### src/sv/scer_pkg.sv
`default_nettype none

package scer_pkg;

    // Ramp length default and field widths
    localparam int RAMP_STEPS_DEF = 100;
    localparam int ANGLE_W        = 8;
    localparam int TIME_W         = 32;
    localparam int CODE_W         = 8;
    localparam int INTERVAL_W     = 16;
    localparam int POS_W          = 7;
    localparam int EASE_W         = 17;
    localparam int CFG_DATA_W     = 16;
    localparam int CFG_IDX_W      = 2;

    // Detector and mode codes
    localparam logic [CODE_W-1:0] PRESENT_CODE = 8'd10;
    localparam logic [CODE_W-1:0] OPEN_CHAR    = 8'h63;

    // Reset values of the configuration registers
    localparam logic [ANGLE_W-1:0]    CLOSED_RST   = 8'd0;
    localparam logic [ANGLE_W-1:0]    OPEN_RST     = 8'd180;
    localparam logic [INTERVAL_W-1:0] INTERVAL_RST = 16'd20;

    // Q30 constants for the ease table
    localparam logic [63:0] PI_Q30  = 64'd3373259426;
    localparam logic [63:0] ONE_Q30 = 64'd1073741824;

    // Configuration register indexes
    typedef enum logic [CFG_IDX_W-1:0] {
        REG_CLOSED   = 2'd0,
        REG_OPEN     = 2'd1,
        REG_INTERVAL = 2'd2
    } t_cfg_reg;

    // Motion state
    typedef enum logic [1:0] {
        MOT_CLOSED  = 2'd0,
        MOT_OPENING = 2'd1,
        MOT_OPEN    = 2'd2,
        MOT_CLOSING = 2'd3
    } t_motion;

    // Result of one tick of the control stage
    typedef struct packed {
        logic    written;
        t_motion motion;
    } t_step;

    // Raised-cosine ease in Q16 from the half-angle offset a (Q30).
    // Only evaluated on constants while the table is built.
    function automatic logic [EASE_W-1:0] ease_q16(input logic [63:0] a, input logic upper);
        logic [63:0] a2;
        logic [63:0] sub;
        logic [63:0] r;
        logic [63:0] s;
        logic [63:0] e2;
        logic [63:0] e16;
        a2  = (a * a) >> 30;
        // sine by a Horner series, innermost term first
        sub = ((a2 * ONE_Q30) >> 30) / 110;
        r   = (sub >= ONE_Q30) ? 64'd0 : ONE_Q30 - sub;
        sub = ((a2 * r) >> 30) / 72;
        r   = (sub >= ONE_Q30) ? 64'd0 : ONE_Q30 - sub;
        sub = ((a2 * r) >> 30) / 42;
        r   = (sub >= ONE_Q30) ? 64'd0 : ONE_Q30 - sub;
        sub = ((a2 * r) >> 30) / 20;
        r   = (sub >= ONE_Q30) ? 64'd0 : ONE_Q30 - sub;
        sub = ((a2 * r) >> 30) / 6;
        r   = (sub >= ONE_Q30) ? 64'd0 : ONE_Q30 - sub;
        s   = (a * r) >> 30;
        if (s > ONE_Q30) begin
            s = ONE_Q30;
        end
        e2  = upper ? ONE_Q30 + s : ONE_Q30 - s;
        e16 = (e2 + 64'd16384) >> 15;
        return e16[EASE_W-1:0];
    endfunction

endpackage

`default_nettype wire

### src/sv/scer_ctrl.sv
`default_nettype none

module scer_ctrl
    import scer_pkg::*;
#(
    parameter int RAMP_STEPS = RAMP_STEPS_DEF,
    parameter int CNT_W      = $clog2(RAMP_STEPS + 1)
) (
    input  wire logic                  i_clk,
    input  wire logic                  i_rst_n,
    input  wire logic                  i_a_valid,
    input  wire logic [TIME_W-1:0]     i_now_ms,
    input  wire logic [CODE_W-1:0]     i_detect_state,
    input  wire logic [CODE_W-1:0]     i_mode_char,
    input  wire logic [INTERVAL_W-1:0] i_interval,
    input  wire logic                  i_c_ready,
    output      logic                  o_b_ready,
    output      logic                  o_b_valid,
    output      t_step                 o_step,
    output      logic [CNT_W-1:0]      o_count
);

    localparam logic [CNT_W-1:0] CNT_MAX = CNT_W'(RAMP_STEPS);

    t_motion             r_motion, n_motion;
    logic [CNT_W-1:0]    r_count, n_count;
    logic [TIME_W-1:0]   r_last, n_last;
    logic                r_written, n_written;
    logic                r_b_valid;
    logic                w_take;
    logic                w_due;
    logic [TIME_W-1:0]   w_elapsed;
    logic                w_close_req;
    logic                w_open_req;

    // stage handshake
    assign o_b_ready = !r_b_valid || i_c_ready;
    assign w_take    = i_a_valid && o_b_ready;

    // step timing, wrapping subtraction
    assign w_elapsed   = i_now_ms - r_last;
    assign w_due       = w_elapsed > {{(TIME_W-INTERVAL_W){1'b0}}, i_interval};
    assign w_close_req = (i_detect_state != PRESENT_CODE) && (r_motion != MOT_CLOSED);
    assign w_open_req  = (i_detect_state == PRESENT_CODE) && (i_mode_char == OPEN_CHAR)
                         && (r_motion != MOT_OPEN);

    // counter, timestamp and write flag
    always_comb begin
        n_count   = r_count;
        n_last    = r_last;
        n_written = 1'b0;
        if (w_close_req && w_due) begin
            n_last    = i_now_ms;
            n_written = 1'b1;
            if (r_count != '0) begin
                n_count = r_count - 1'b1;
            end
        end else if (w_open_req) begin
            if (w_due) begin
                n_last    = i_now_ms;
                n_written = 1'b1;
                if (r_count < CNT_MAX) begin
                    n_count = r_count + 1'b1;
                end
            end
            if (n_count >= CNT_MAX) begin
                n_count = CNT_MAX;
            end
        end
    end

    // motion next state
    always_comb begin
        n_motion = r_motion;
        if (w_close_req) begin
            if (w_due) begin
                n_motion = MOT_CLOSING;
            end
            if (n_count == '0) begin
                n_motion = MOT_CLOSED;
            end
        end else if (w_open_req) begin
            if (w_due) begin
                n_motion = MOT_OPENING;
            end
            if (n_count >= CNT_MAX) begin
                n_motion = MOT_OPEN;
            end
        end
    end

    always_ff @(posedge i_clk) begin
        if (!i_rst_n) begin
            r_motion  <= MOT_CLOSED;
            r_count   <= '0;
            r_last    <= '0;
            r_written <= 1'b0;
            r_b_valid <= 1'b0;
        end else begin
            if (o_b_ready) begin
                r_b_valid <= i_a_valid;
            end
            if (w_take) begin
                r_motion  <= n_motion;
                r_count   <= n_count;
                r_last    <= n_last;
                r_written <= n_written;
            end
        end
    end

    // stage outputs
    assign o_b_valid      = r_b_valid;
    assign o_step.written = r_written;
    assign o_step.motion  = r_motion;
    assign o_count        = r_count;

endmodule

`default_nettype wire

### src/sv/scer_angle.sv
`default_nettype none

module scer_angle
    import scer_pkg::*;
#(
    parameter int RAMP_STEPS = RAMP_STEPS_DEF,
    parameter int CNT_W      = $clog2(RAMP_STEPS + 1)
) (
    input  wire logic               i_clk,
    input  wire logic               i_rst_n,
    input  wire logic               i_b_valid,
    input  wire t_step              i_step,
    input  wire logic [CNT_W-1:0]   i_count,
    input  wire logic [ANGLE_W-1:0] i_closed_angle,
    input  wire logic [ANGLE_W-1:0] i_open_angle,
    input  wire logic               i_out_stall,
    output      logic               o_c_ready,
    output      logic               o_out_valid,
    output      logic [ANGLE_W-1:0] o_servo_angle,
    output      logic               o_angle_written,
    output      logic [1:0]         o_motion_state,
    output      logic [POS_W-1:0]   o_ramp_position
);

    logic [EASE_W-1:0]          w_ease [0:RAMP_STEPS];
    logic [ANGLE_W-1:0]         w_span;
    logic [ANGLE_W+EASE_W-1:0]  w_prod;
    logic [ANGLE_W:0]           w_raw;
    logic [ANGLE_W-1:0]         w_angle;
    logic [CNT_W+POS_W-1:0]     w_pos_ext;
    logic                       w_load;

    logic                       r_out_valid;
    logic [ANGLE_W-1:0]         r_angle;
    logic                       r_written;
    t_motion                    r_motion;
    logic [POS_W-1:0]           r_pos;

    // ease table, one entry per ramp position, built at elaboration
    for (genvar g = 0; g <= RAMP_STEPS; g++) begin : g_ease
        localparam int          D     = (2 * g >= RAMP_STEPS) ? 2 * g - RAMP_STEPS
                                                              : RAMP_STEPS - 2 * g;
        localparam logic [63:0] A_Q30 = (PI_Q30 * 64'(D)) / 64'(2 * RAMP_STEPS);
        assign w_ease[g] = ease_q16(A_Q30, (2 * g >= RAMP_STEPS));
    end

    // offset into the span, then clamp to closed..open
    assign w_span = (i_open_angle > i_closed_angle) ? i_open_angle - i_closed_angle
                                                    : '0;
    assign w_prod = w_span * w_ease[i_count];
    // offset never exceeds the span, so the bits above the angle width stay zero
    assign w_raw  = {1'b0, i_closed_angle} + {1'b0, w_prod[ANGLE_W+15:16]};

    always_comb begin
        w_angle = w_raw[ANGLE_W-1:0];
        if (w_raw > {1'b0, i_open_angle}) begin
            w_angle = i_open_angle;
        end
        if (w_angle < i_closed_angle) begin
            w_angle = i_closed_angle;
        end
    end

    assign w_pos_ext = {{POS_W{1'b0}}, i_count};

    // output register
    assign o_c_ready = !r_out_valid || !i_out_stall;
    assign w_load    = i_b_valid && o_c_ready;

    always_ff @(posedge i_clk) begin
        if (!i_rst_n) begin
            r_out_valid <= 1'b0;
            r_angle     <= CLOSED_RST;
        end else begin
            if (o_c_ready) begin
                r_out_valid <= i_b_valid;
            end
            if (w_load && i_step.written) begin
                r_angle <= w_angle;
            end
        end
    end

    always_ff @(posedge i_clk) begin
        if (w_load) begin
            r_written <= i_step.written;
            r_motion  <= i_step.motion;
            r_pos     <= w_pos_ext[POS_W-1:0];
        end
    end

    assign o_out_valid     = r_out_valid;
    assign o_servo_angle   = r_angle;
    assign o_angle_written = r_written;
    assign o_motion_state  = r_motion;
    assign o_ramp_position = r_pos;

endmodule

`default_nettype wire

### src/sv/servo_cosine_ease_ramp_top.sv
// Raised-cosine servo ramp.
// Input channel (i_in_valid / o_in_stall) takes one tick request per cycle
// while o_in_stall is low: millisecond time, detector state and mode
// character. Output channel (o_out_valid / i_out_stall) returns one result
// per request, in order: commanded angle, step flag, motion state and ramp
// position. A result passes the input register, control stage and angle
// output register, in order. Throughput: one request per cycle when not
// stalled; the ramp state is updated in the single control stage, so
// back-to-back ticks see each other's steps.
// The angle is looked up from a raised-cosine ease table built at
// elaboration, scaled by one 8x17 multiply and clamped.
// Configuration writes (i_cfg_wr_en, i_cfg_index, i_cfg_data) take effect at
// the clock edge; index 3 is ignored. Write only while the block is idle.
// Reset (synchronous, active low) empties the pipeline, sets motion closed,
// counter and last step time to 0, angle 0, and the registers to 0/180/20.
// When i_out_stall is high the result holds; the stages behind it fill and
// o_in_stall rises once all three are occupied.
`default_nettype none

module servo_cosine_ease_ramp_top
    import scer_pkg::*;
#(
    parameter int RAMP_STEPS = RAMP_STEPS_DEF
) (
    input  wire logic                  i_clk,
    input  wire logic                  i_rst_n,
    // configuration
    input  wire logic                  i_cfg_wr_en,
    input  wire logic [CFG_IDX_W-1:0]  i_cfg_index,
    input  wire logic [CFG_DATA_W-1:0] i_cfg_data,
    // request channel
    input  wire logic                  i_in_valid,
    output      logic                  o_in_stall,
    input  wire logic [TIME_W-1:0]     i_now_ms,
    input  wire logic [CODE_W-1:0]     i_detect_state,
    input  wire logic [CODE_W-1:0]     i_mode_char,
    // result channel
    output      logic                  o_out_valid,
    input  wire logic                  i_out_stall,
    output      logic [ANGLE_W-1:0]    o_servo_angle,
    output      logic                  o_angle_written,
    output      logic [1:0]            o_motion_state,
    output      logic [POS_W-1:0]      o_ramp_position
);

    localparam int CNT_W = $clog2(RAMP_STEPS + 1);

    logic [ANGLE_W-1:0]    r_closed;
    logic [ANGLE_W-1:0]    r_open;
    logic [INTERVAL_W-1:0] r_interval;

    logic                  r_a_valid;
    logic [TIME_W-1:0]     r_a_now;
    logic [CODE_W-1:0]     r_a_det;
    logic [CODE_W-1:0]     r_a_mode;
    logic                  w_a_ready;

    logic                  w_b_ready;
    logic                  w_b_valid;
    t_step                 w_step;
    logic [CNT_W-1:0]      w_count;
    logic                  w_c_ready;

    // configuration registers
    always_ff @(posedge i_clk) begin
        if (!i_rst_n) begin
            r_closed   <= CLOSED_RST;
            r_open     <= OPEN_RST;
            r_interval <= INTERVAL_RST;
        end else if (i_cfg_wr_en) begin
            case (t_cfg_reg'(i_cfg_index))
                REG_CLOSED:   r_closed   <= i_cfg_data[ANGLE_W-1:0];
                REG_OPEN:     r_open     <= i_cfg_data[ANGLE_W-1:0];
                REG_INTERVAL: r_interval <= i_cfg_data[INTERVAL_W-1:0];
                default: ;
            endcase
        end
    end

    // input register
    assign w_a_ready  = !r_a_valid || w_b_ready;
    assign o_in_stall = !w_a_ready;

    always_ff @(posedge i_clk) begin
        if (!i_rst_n) begin
            r_a_valid <= 1'b0;
        end else if (w_a_ready) begin
            r_a_valid <= i_in_valid;
        end
    end

    always_ff @(posedge i_clk) begin
        if (i_in_valid && w_a_ready) begin
            r_a_now  <= i_now_ms;
            r_a_det  <= i_detect_state;
            r_a_mode <= i_mode_char;
        end
    end

    // ramp control and state
    scer_ctrl #(
        .RAMP_STEPS (RAMP_STEPS),
        .CNT_W      (CNT_W)
    ) u_ctrl (
        .i_clk          (i_clk),
        .i_rst_n        (i_rst_n),
        .i_a_valid      (r_a_valid),
        .i_now_ms       (r_a_now),
        .i_detect_state (r_a_det),
        .i_mode_char    (r_a_mode),
        .i_interval     (r_interval),
        .i_c_ready      (w_c_ready),
        .o_b_ready      (w_b_ready),
        .o_b_valid      (w_b_valid),
        .o_step         (w_step),
        .o_count        (w_count)
    );

    // angle lookup and result register
    scer_angle #(
        .RAMP_STEPS (RAMP_STEPS),
        .CNT_W      (CNT_W)
    ) u_angle (
        .i_clk           (i_clk),
        .i_rst_n         (i_rst_n),
        .i_b_valid       (w_b_valid),
        .i_step          (w_step),
        .i_count         (w_count),
        .i_closed_angle  (r_closed),
        .i_open_angle    (r_open),
        .i_out_stall     (i_out_stall),
        .o_c_ready       (w_c_ready),
        .o_out_valid     (o_out_valid),
        .o_servo_angle   (o_servo_angle),
        .o_angle_written (o_angle_written),
        .o_motion_state  (o_motion_state),
        .o_ramp_position (o_ramp_position)
    );

endmodule

`default_nettype wire
### config.mk
export PLATFORM = sky130hd
export DESIGN_NAME = servo_cosine_ease_ramp_top
export DESIGN_NICKNAME = d
export VERILOG_FILES = /design/src/sv/scer_pkg.sv /design/src/sv/scer_ctrl.sv /design/src/sv/scer_angle.sv /design/src/sv/servo_cosine_ease_ramp_top.sv
export SDC_FILE = /design/constraint.sdc
export NUM_CORES = 1
export LEC_CHECK = 0
export ABC_AREA = 1
export ABC_CLOCK_PERIOD_IN_PS = 25100
export BUFFER_PORTS_ARGS = -buffer_cell sky130_fd_sc_hd__buf_2
export CORE_UTILIZATION = 35
export CTS_BUF_LIST = sky130_fd_sc_hd__clkbuf_8
export DETAILED_ROUTE_END_ITERATION = 6
export PLACE_DENSITY_LB_ADDON = 0.3
export SLEW_MARGIN = 20
export SYNTH_ARGS = -nofsm -noshare
export SYNTH_HDL_FRONTEND = slang
export SYNTH_SLANG_ARGS = --single-unit
### constraint.sdc
create_clock -name i_clk -period 25.1 [get_ports i_clk]
set_input_delay 5.02 -clock i_clk [delete_from_list [all_inputs] [get_ports i_clk]]
set_output_delay 5.02 -clock i_clk [all_outputs]
set_load 0.005 [all_outputs]
# Yosys cells after proc, flatten, opt, wreduce, memory -nomap -nowiden
# Memories as Yosys holds them, arrays and structs flattened.
# Cells that the tools add are included.
dict set report totals {
  ff_bits 143
  rom_bits 2176
  inputBits 71
  output_inout_bits 20
  word_cells 94
  mem_count 1
}
# memory depth word_bits rd rd_ports_with_merged_regs write_ports line
set memory_table {}
lappend memory_table {{(name not given)} 128 17 1 0 0 scer_angle.sv:50} ;# assign w_prod = w_span * w_ease[i_count];
dict set report op_classes {
  addsub 5
  n_mul 1
  n_lt_le_gt_ge 8
  n_eq_ne 7
  mux 25
  bitwise 1
  reduce_logical 29
}
# op count
set op_table {}
lappend op_table {{$mux W32} 3}
lappend op_table {{$mux W7} 8}
lappend op_table {{$mux W17} 2}
lappend op_table {{$gt A32 B16 Y1} 1}
lappend op_table {{$sub A32 B32 Y32} 1}
lappend op_table {{$mul A8 B17 Y24} 1}
lappend op_table {{$mux W8} 3}
lappend op_table {{$ge A7 B7 Y1 const B} 2}
lappend op_table {{$mux W2} 6}
lappend op_table {{$add A8 B8 Y9} 1}
lappend op_table {{$gt A9 B8 Y1} 1}
lappend op_table {{$eq A8 B4 Y1 const B} 1}
lappend op_table {{$eq A8 B7 Y1 const B} 1}
lappend op_table {{$ge A8 B8 Y1 const B} 1}
lappend op_table {{$gt A8 B8 Y1} 1}
lappend op_table {{$logic_and A1 B1 Y1} 8}
lappend op_table {{$lt A8 B8 Y1} 1}
lappend op_table {{$ne A8 B4 Y1 const B} 1}
lappend op_table {{$not A7 Y8} 1}
lappend op_table {{$reduce_bool A2 Y1} 4}
lappend op_table {{$sub A8 B8 Y8} 1}
lappend op_table {{$add A7 B1 Y7 const B} 1}
lappend op_table {{$logic_not A7 Y1} 1}
lappend op_table {{$lt A7 B7 Y1 const B} 1}
lappend op_table {{other kinds (14)} 24}

# Longest topological paths before layout
dict set report logic_depth {
  depth_word 13
  depth_mapped 64
  ltp_nobuf 62
}

# Modules after synthesis
# From an unflattened synthesis, not the netlist that was laid out.
dict set report unflattened {
  cells_unflattened 2379
  area_unflattened_um2 15939.0
}
# module instances cells_each area_per_inst_um2 seq_area_each_um2
set modules_own_cells {}
lappend modules_own_cells {scer_angle 1 1177 7785.0 480.5}
lappend modules_own_cells {scer_ctrl 1 948 5308.8 860.8}
lappend modules_own_cells {servo_cosine_ease_ramp_top 1 254 2845.2 2102.0}

# Worst setup path after synthesis
# Ideal clock, no wire load.
dict set report synth_path {
  path_kind {input to output}
  from {in i_out_stall}
  to {out o_in_stall}
  t_arrival_ps 5368
  setup_slack_ps 14712
  cell_stages 4
  n_path_buf 0
  path_cell_list {nand2_1 > nor2_1 > inv_1 > nor2_1}
}
dict set report synth_between {
  elab_chain_len 5
}
# element line
set synth_rtl {}
lappend synth_rtl {{start: declaration} servo_cosine_ease_ramp_top.sv:39} ;# input wire logic i_out_stall,
lappend synth_rtl {{$logic_not A1 Y1} scer_angle.sv:67} ;# assign o_c_ready = !r_out_valid || !i_out_stall;
lappend synth_rtl {{$logic_or A1 B1 Y1} scer_angle.sv:67}
lappend synth_rtl {{$logic_or A1 B1 Y1} scer_ctrl.sv:37} ;# assign o_b_ready = !r_b_valid || i_c_ready;
lappend synth_rtl {{$logic_or A1 B1 Y1} servo_cosine_ease_ramp_top.sv:81} ;# assign w_a_ready = !r_a_valid || w_b_ready;
lappend synth_rtl {{$logic_not A1 Y1} servo_cosine_ease_ramp_top.sv:82} ;# assign o_in_stall = !w_a_ready;
lappend synth_rtl {{end: declaration} servo_cosine_ease_ramp_top.sv:33} ;# output logic o_in_stall,
# No other way between the ends.

# Worst setup path after layout
dict set report layout_path {
  from {reg r_open[0]}
  to {reg u_angle.r_angle[0] (netlist: u_angle.o_servo_angle[0])}
}
dict set report layout_between {
  elab_chain_len 8
}
# element line
set layout_rtl {}
lappend layout_rtl {{start: declaration} servo_cosine_ease_ramp_top.sv:49} ;# logic [ANGLE_W-1:0] r_open;
lappend layout_rtl {{start signal: assignment} servo_cosine_ease_ramp_top.sv:73} ;# REG_OPEN: r_open <= i_cfg_data[ANGLE_W-1:0];
lappend layout_rtl {{$sub A8 B8 Y8 or $gt A8 B8 Y1 (tied branches)} scer_angle.sv:48} ;# assign w_span = (i_open_angle > i_closed_angle) ? i_open_angle - i_closed_angle
lappend layout_rtl {{$mux W8} scer_angle.sv:48}
lappend layout_rtl {{$mul A8 B17 Y24} scer_angle.sv:50}
lappend layout_rtl {{$add A8 B8 Y9} scer_angle.sv:52} ;# assign w_raw = {1'b0, i_closed_angle} + {1'b0, w_prod[ANGLE_W+15:16]};
lappend layout_rtl {{$gt A9 B8 Y1} scer_angle.sv:56} ;# if (w_raw > {1'b0, i_open_angle}) begin
lappend layout_rtl {{$mux W8 (*)} scer_angle.sv:56}
lappend layout_rtl {{$lt A8 B8 Y1} scer_angle.sv:59} ;# if (w_angle < i_closed_angle) begin
lappend layout_rtl {{$mux W8 (*)} scer_angle.sv:59}
lappend layout_rtl {{end signal: assignment} scer_angle.sv:79} ;# r_angle <= w_angle;
lappend layout_rtl {{end: declaration} scer_angle.sv:34} ;# logic [ANGLE_W-1:0] r_angle;
# Every way passes the cells marked *; elsewhere a longest branch is shown, timed or not.
# A chain may end at the register's enable or synchronous reset.

==> key figures <==
Routing
  – ANT nets after route: 0
  – DRC Markers: 0
  – 1st-iter DRT viols: 1005
  – Detailed-route vias per instance: 5.17
  – Vias: 14.6k
  – DRT Pass-1 Iters: 6
  – Final WL: 47600 um
  – Wire per inst: 16.9 um

Clock tree
  – Clock Path Buffers: 2
  – Clk slew on worst S/H paths: 0.08 ns
  – Post-CTS Hold Fix Bufs: 0
  – Clk_lat worst skew: 0.53 ns
  – Clock Sinks: 143
  – Root Buffer: clkbuf_8
  – CTS tree: yes
  – Post-CTS Setup Bufs: 0
  – H-Tree Depth: 4
  – CTS Buf Count: 17
  – CTS resizes: 0

Setup path
  – Kind of critical path: register to register
  – CP bufs+invs: 11
  – Slowest CP cell: nor3_1
  – Worst path depth: 54
  – Worst Setup SP: r_open[0]$_SDFFE_PN0P_
  – R2r startpoint: r_open[0]$_SDFFE_PN0P_
  – Worst Path Arrival: 11.87 ns
  – Most frequent CP cell: inv_1
  – R2R Path End: u_angle.o_servo_angle[0]$_SDFFE_PN0P_
  – Max incr delay on CP: 0.65 ns
  – Worst-case reg-to-reg path depth: 54
  – Reg2Reg Setup Slack: 13.61 ns
  – Worst setup SP type: register
  – Delay-heaviest family, CP: adder cells
  – Critical path destination: u_angle.o_servo_angle[0]$_SDFFE_PN0P_
  – Worst-path maximum fanout: 16
  – Crit path capture type: register
  – Worst Path Required: 25.47 ns

Placed design
  – Post-DP HPWL: 37300 um
  – Input/output buffers: 90
  – Dpl cell area: 16100 um2
  – Routability cong.: 0.978
  – Dpl cells: 2791

Floorplanning
  – Width of the die: 210 um
  – Die ar.: 44000 um2
  – I/O Pins: 91
  – Row count: 75
  – Core ar.: 42200 um2
  – Initial Utilization: 0.358
  – Die Ht: 210 um

Timing
  – Fin Setup TNS: 0 ns
  – Final setup fails: 0
  – Worst Skew: 0.0219 ns
  – Final Critical Period: 11.49 ns
  – Actual slew at the worst max-slew pin: 0.941 ns
  – Fmax: 87.0 MHz
  – RSZ-0062 raised after global routing: false
  – Final Hold Vio Count: 0
  – Fin crit share: 0.458
  – Worst slew margin: 0.371
  – Fin. max-slew vios: 0

Synthesis
  – Share of async-settable or async-resettable flops after synthesis: 0
  – Yosys cell types: 56
  – Syn Std Cell Area: 15100 um2
  – Post-synth EDFFs: 58
  – Cell count after synthesis: 2205
  – Main synth FF type: dfxtp_1
  – Post-synth top area cell: nand2_1
  – Syn avg cell area: 6.85 um2
  – Synthesis Warnings: 0
  – Sequential area share after synthesis: 0.228
  – Top-area cell type share of the netlist area: 0.127
  – Syn_nets: 2505
  – Yosys reg bits: 143
  – Synth area leaders: nand2_1 13%, fa_1 12%, edfxtp_1 12%, ha_1 11%, dfxtp_1 11%

Power
  – Reg power frac: 0.216
  – Clock group share of total power: 0.152
  – Cell-internal power: 600 uW
  – Sw Ratio: 0.494
  – Switching pwr: 586 uW
  – Overall Power: 1.19 mW
  – VDD IR max: 0.0547 mV
  – Leak: 8.45 nW
  – Comb power frac: 0.632
  – P per Cell Area: 72.1 nW/um2

Cells and area
  – Share of cells above drive strength 1: 0.0744
  – Finished Cell Area: 16400 um2
  – Most frequent cells in the layout: 510 x nand2_1, 425 x inv_1, 254 x nor2_1
  – Multi-input gate area: 9820 um2
  – N_diodes: 0
  – Most common cell after layout, fill and taps aside: nand2_1
  – Fill cells: 4519
  – Number of nets in the layout: 2571
  – Cell Count, Final, Fillers Out: 2823
  – Layout area overhead: 8.96%
  – FF/Latch Area: 3440 um2

Global routing
  – Initial antenna violation count: 0
  – GRT Residual Overflow: 0
  – First-pass GRT wire length: 76600 um
  – Gr usage total: 0.224
  – Vias in the first global route: 14.5k
  – Largest net degree at the start of global routing: 72

Worst hold path
  – Worst Hold Launch: u_ctrl.r_last[21]$_SDFFE_PN0P_
  – Hold depth: 2
  – Worst min-delay path category: register to register

Status
  – Run status: complete, no violations

Job
  – Maxcap violations: 0
-- metal layers --
metal | GRT usage | wire, um | vias up | share of wire
met1 | 0.286 | 20900 | 6859 | 0.44
met2 | 0.376 | 22500 | 518 | 0.47
li1 | - | - | 7128 | -
met5 | 0 | 0 | - | 0
met4 | 0.0984 | 1680 | 0 | 0.035
met3 | 0.0310 | 2550 | 101 | 0.054
-- flip-flops by register name, summed over array words and instances, names as in the netlist, 7 cells and up --
name	count
u_ctrl.r_last	32
r_closed	8
r_a_det	8
r_a_now	32
r_open	8
u_angle.o_ramp_position	7
r_a_mode	8
u_angle.o_servo_angle	8
u_ctrl.o_count	7
r_interval	16
-- worst min-delay path by stage --
stage	end	slack [ns]
after floorplan	u_angle.o_ramp_position[4]$_DFFE_PP_	0.41
after global placement	u_ctrl.r_last[21]$_SDFFE_PN0P_	0.44
after detailed placement	u_ctrl.r_last[8]$_SDFFE_PN0P_	0.45
after CTS	u_ctrl.r_last[22]$_SDFFE_PN0P_	0.46
after global routing	u_ctrl.r_last[20]$_SDFFE_PN0P_	0.48
final	u_ctrl.r_last[21]$_SDFFE_PN0P_	0.46
-- worst register-to-register path: cells and delay by family, from the launching register on --
| kind | cells | cell delay (ns) |
|---|---|---|
| adder cells (fa/ha/maj) | 11 | 4.17 |
| AND/OR/NAND/NOR | 15 | 2.55 |
| AO/OA/AOI/OAI | 15 | 2.39 |
| buffers and inverters | 11 | 1.44 |
| XOR/XNOR | 2 | 0.46 |
| flip-flops | 1 | 0.36 |
-- power groups by stage --
stage | Clock (mW) | Sequential [mW] | Combinational (mW)
6_report | 0.181 | 0.256 | 0.750
5_1_grt | 0.197 | 0.257 | 0.883
4_1_cts | 0.190 | 0.256 | 0.749
3_5_place_dp | 0 | 0.261 | 0.744
3_3_place_gp | 0 | 0.261 | 0.734
2_1_floorplan | 0 | 0.260 | 0.562
-- synth_stat cells (all sizes together), types with 2 or more instances --
master and n:
a21o 3, nand2 527, a211oi 4, nor3b 2, fa 91, dfxtp 85, o21ai 138, nand4 17
o211ai 22, clkbuf 45, xor2 32, and2 2, a31oi 8, ha 138, a21oi 165, edfxtp 58
nand3 86, clkinv 4, nor4 2, o2111ai 2, buf 11, a21boi 2, o22ai 2, nor2 265
o21a 2, o32ai 3, o311ai 4, nand3b 3, xnor2 5, or2 4, inv 425, o221ai 8
a311oi 2, o31ai 5, a221oi 2, nor3 16, o21bai 7
-- kinds of logic after synthesis --
kind of cell / Yosys count / synth area share
buffers and inverters: 485 / 0.122
adder cells (fa/ha/maj): 229 / 0.235
AND/OR/NAND/NOR: 926 / 0.250
AO/OA/AOI/OAI: 384 / 0.143
XOR/XNOR: 37 / 0.0215
multiplexers: 1 / 0.000663
flip-flops: 143 / 0.228
-- area by class of cell --
type	count	share of cell area
clock buffers	18	0.0151
clock inverters	14	0.00624
inverters	429	0.0979
well taps	539	0.0410
repair buffers	103	0.0333
flip-flops and latches	143	0.209
multi-input cells	1577	0.597
-- through the flow --
step           worst slack [ns]  hold WS [ns]   util
2_1_floorplan             14.71         0.406      -
4_1_cts                   13.79         0.464  0.390
3_5_place_dp              13.80         0.453  0.381
3_3_place_gp              14.22         0.444  0.381
5_1_grt                   12.63         0.483  0.390
6_report                  13.61         0.461  0.390
Power figures use the tool's default switching activity.
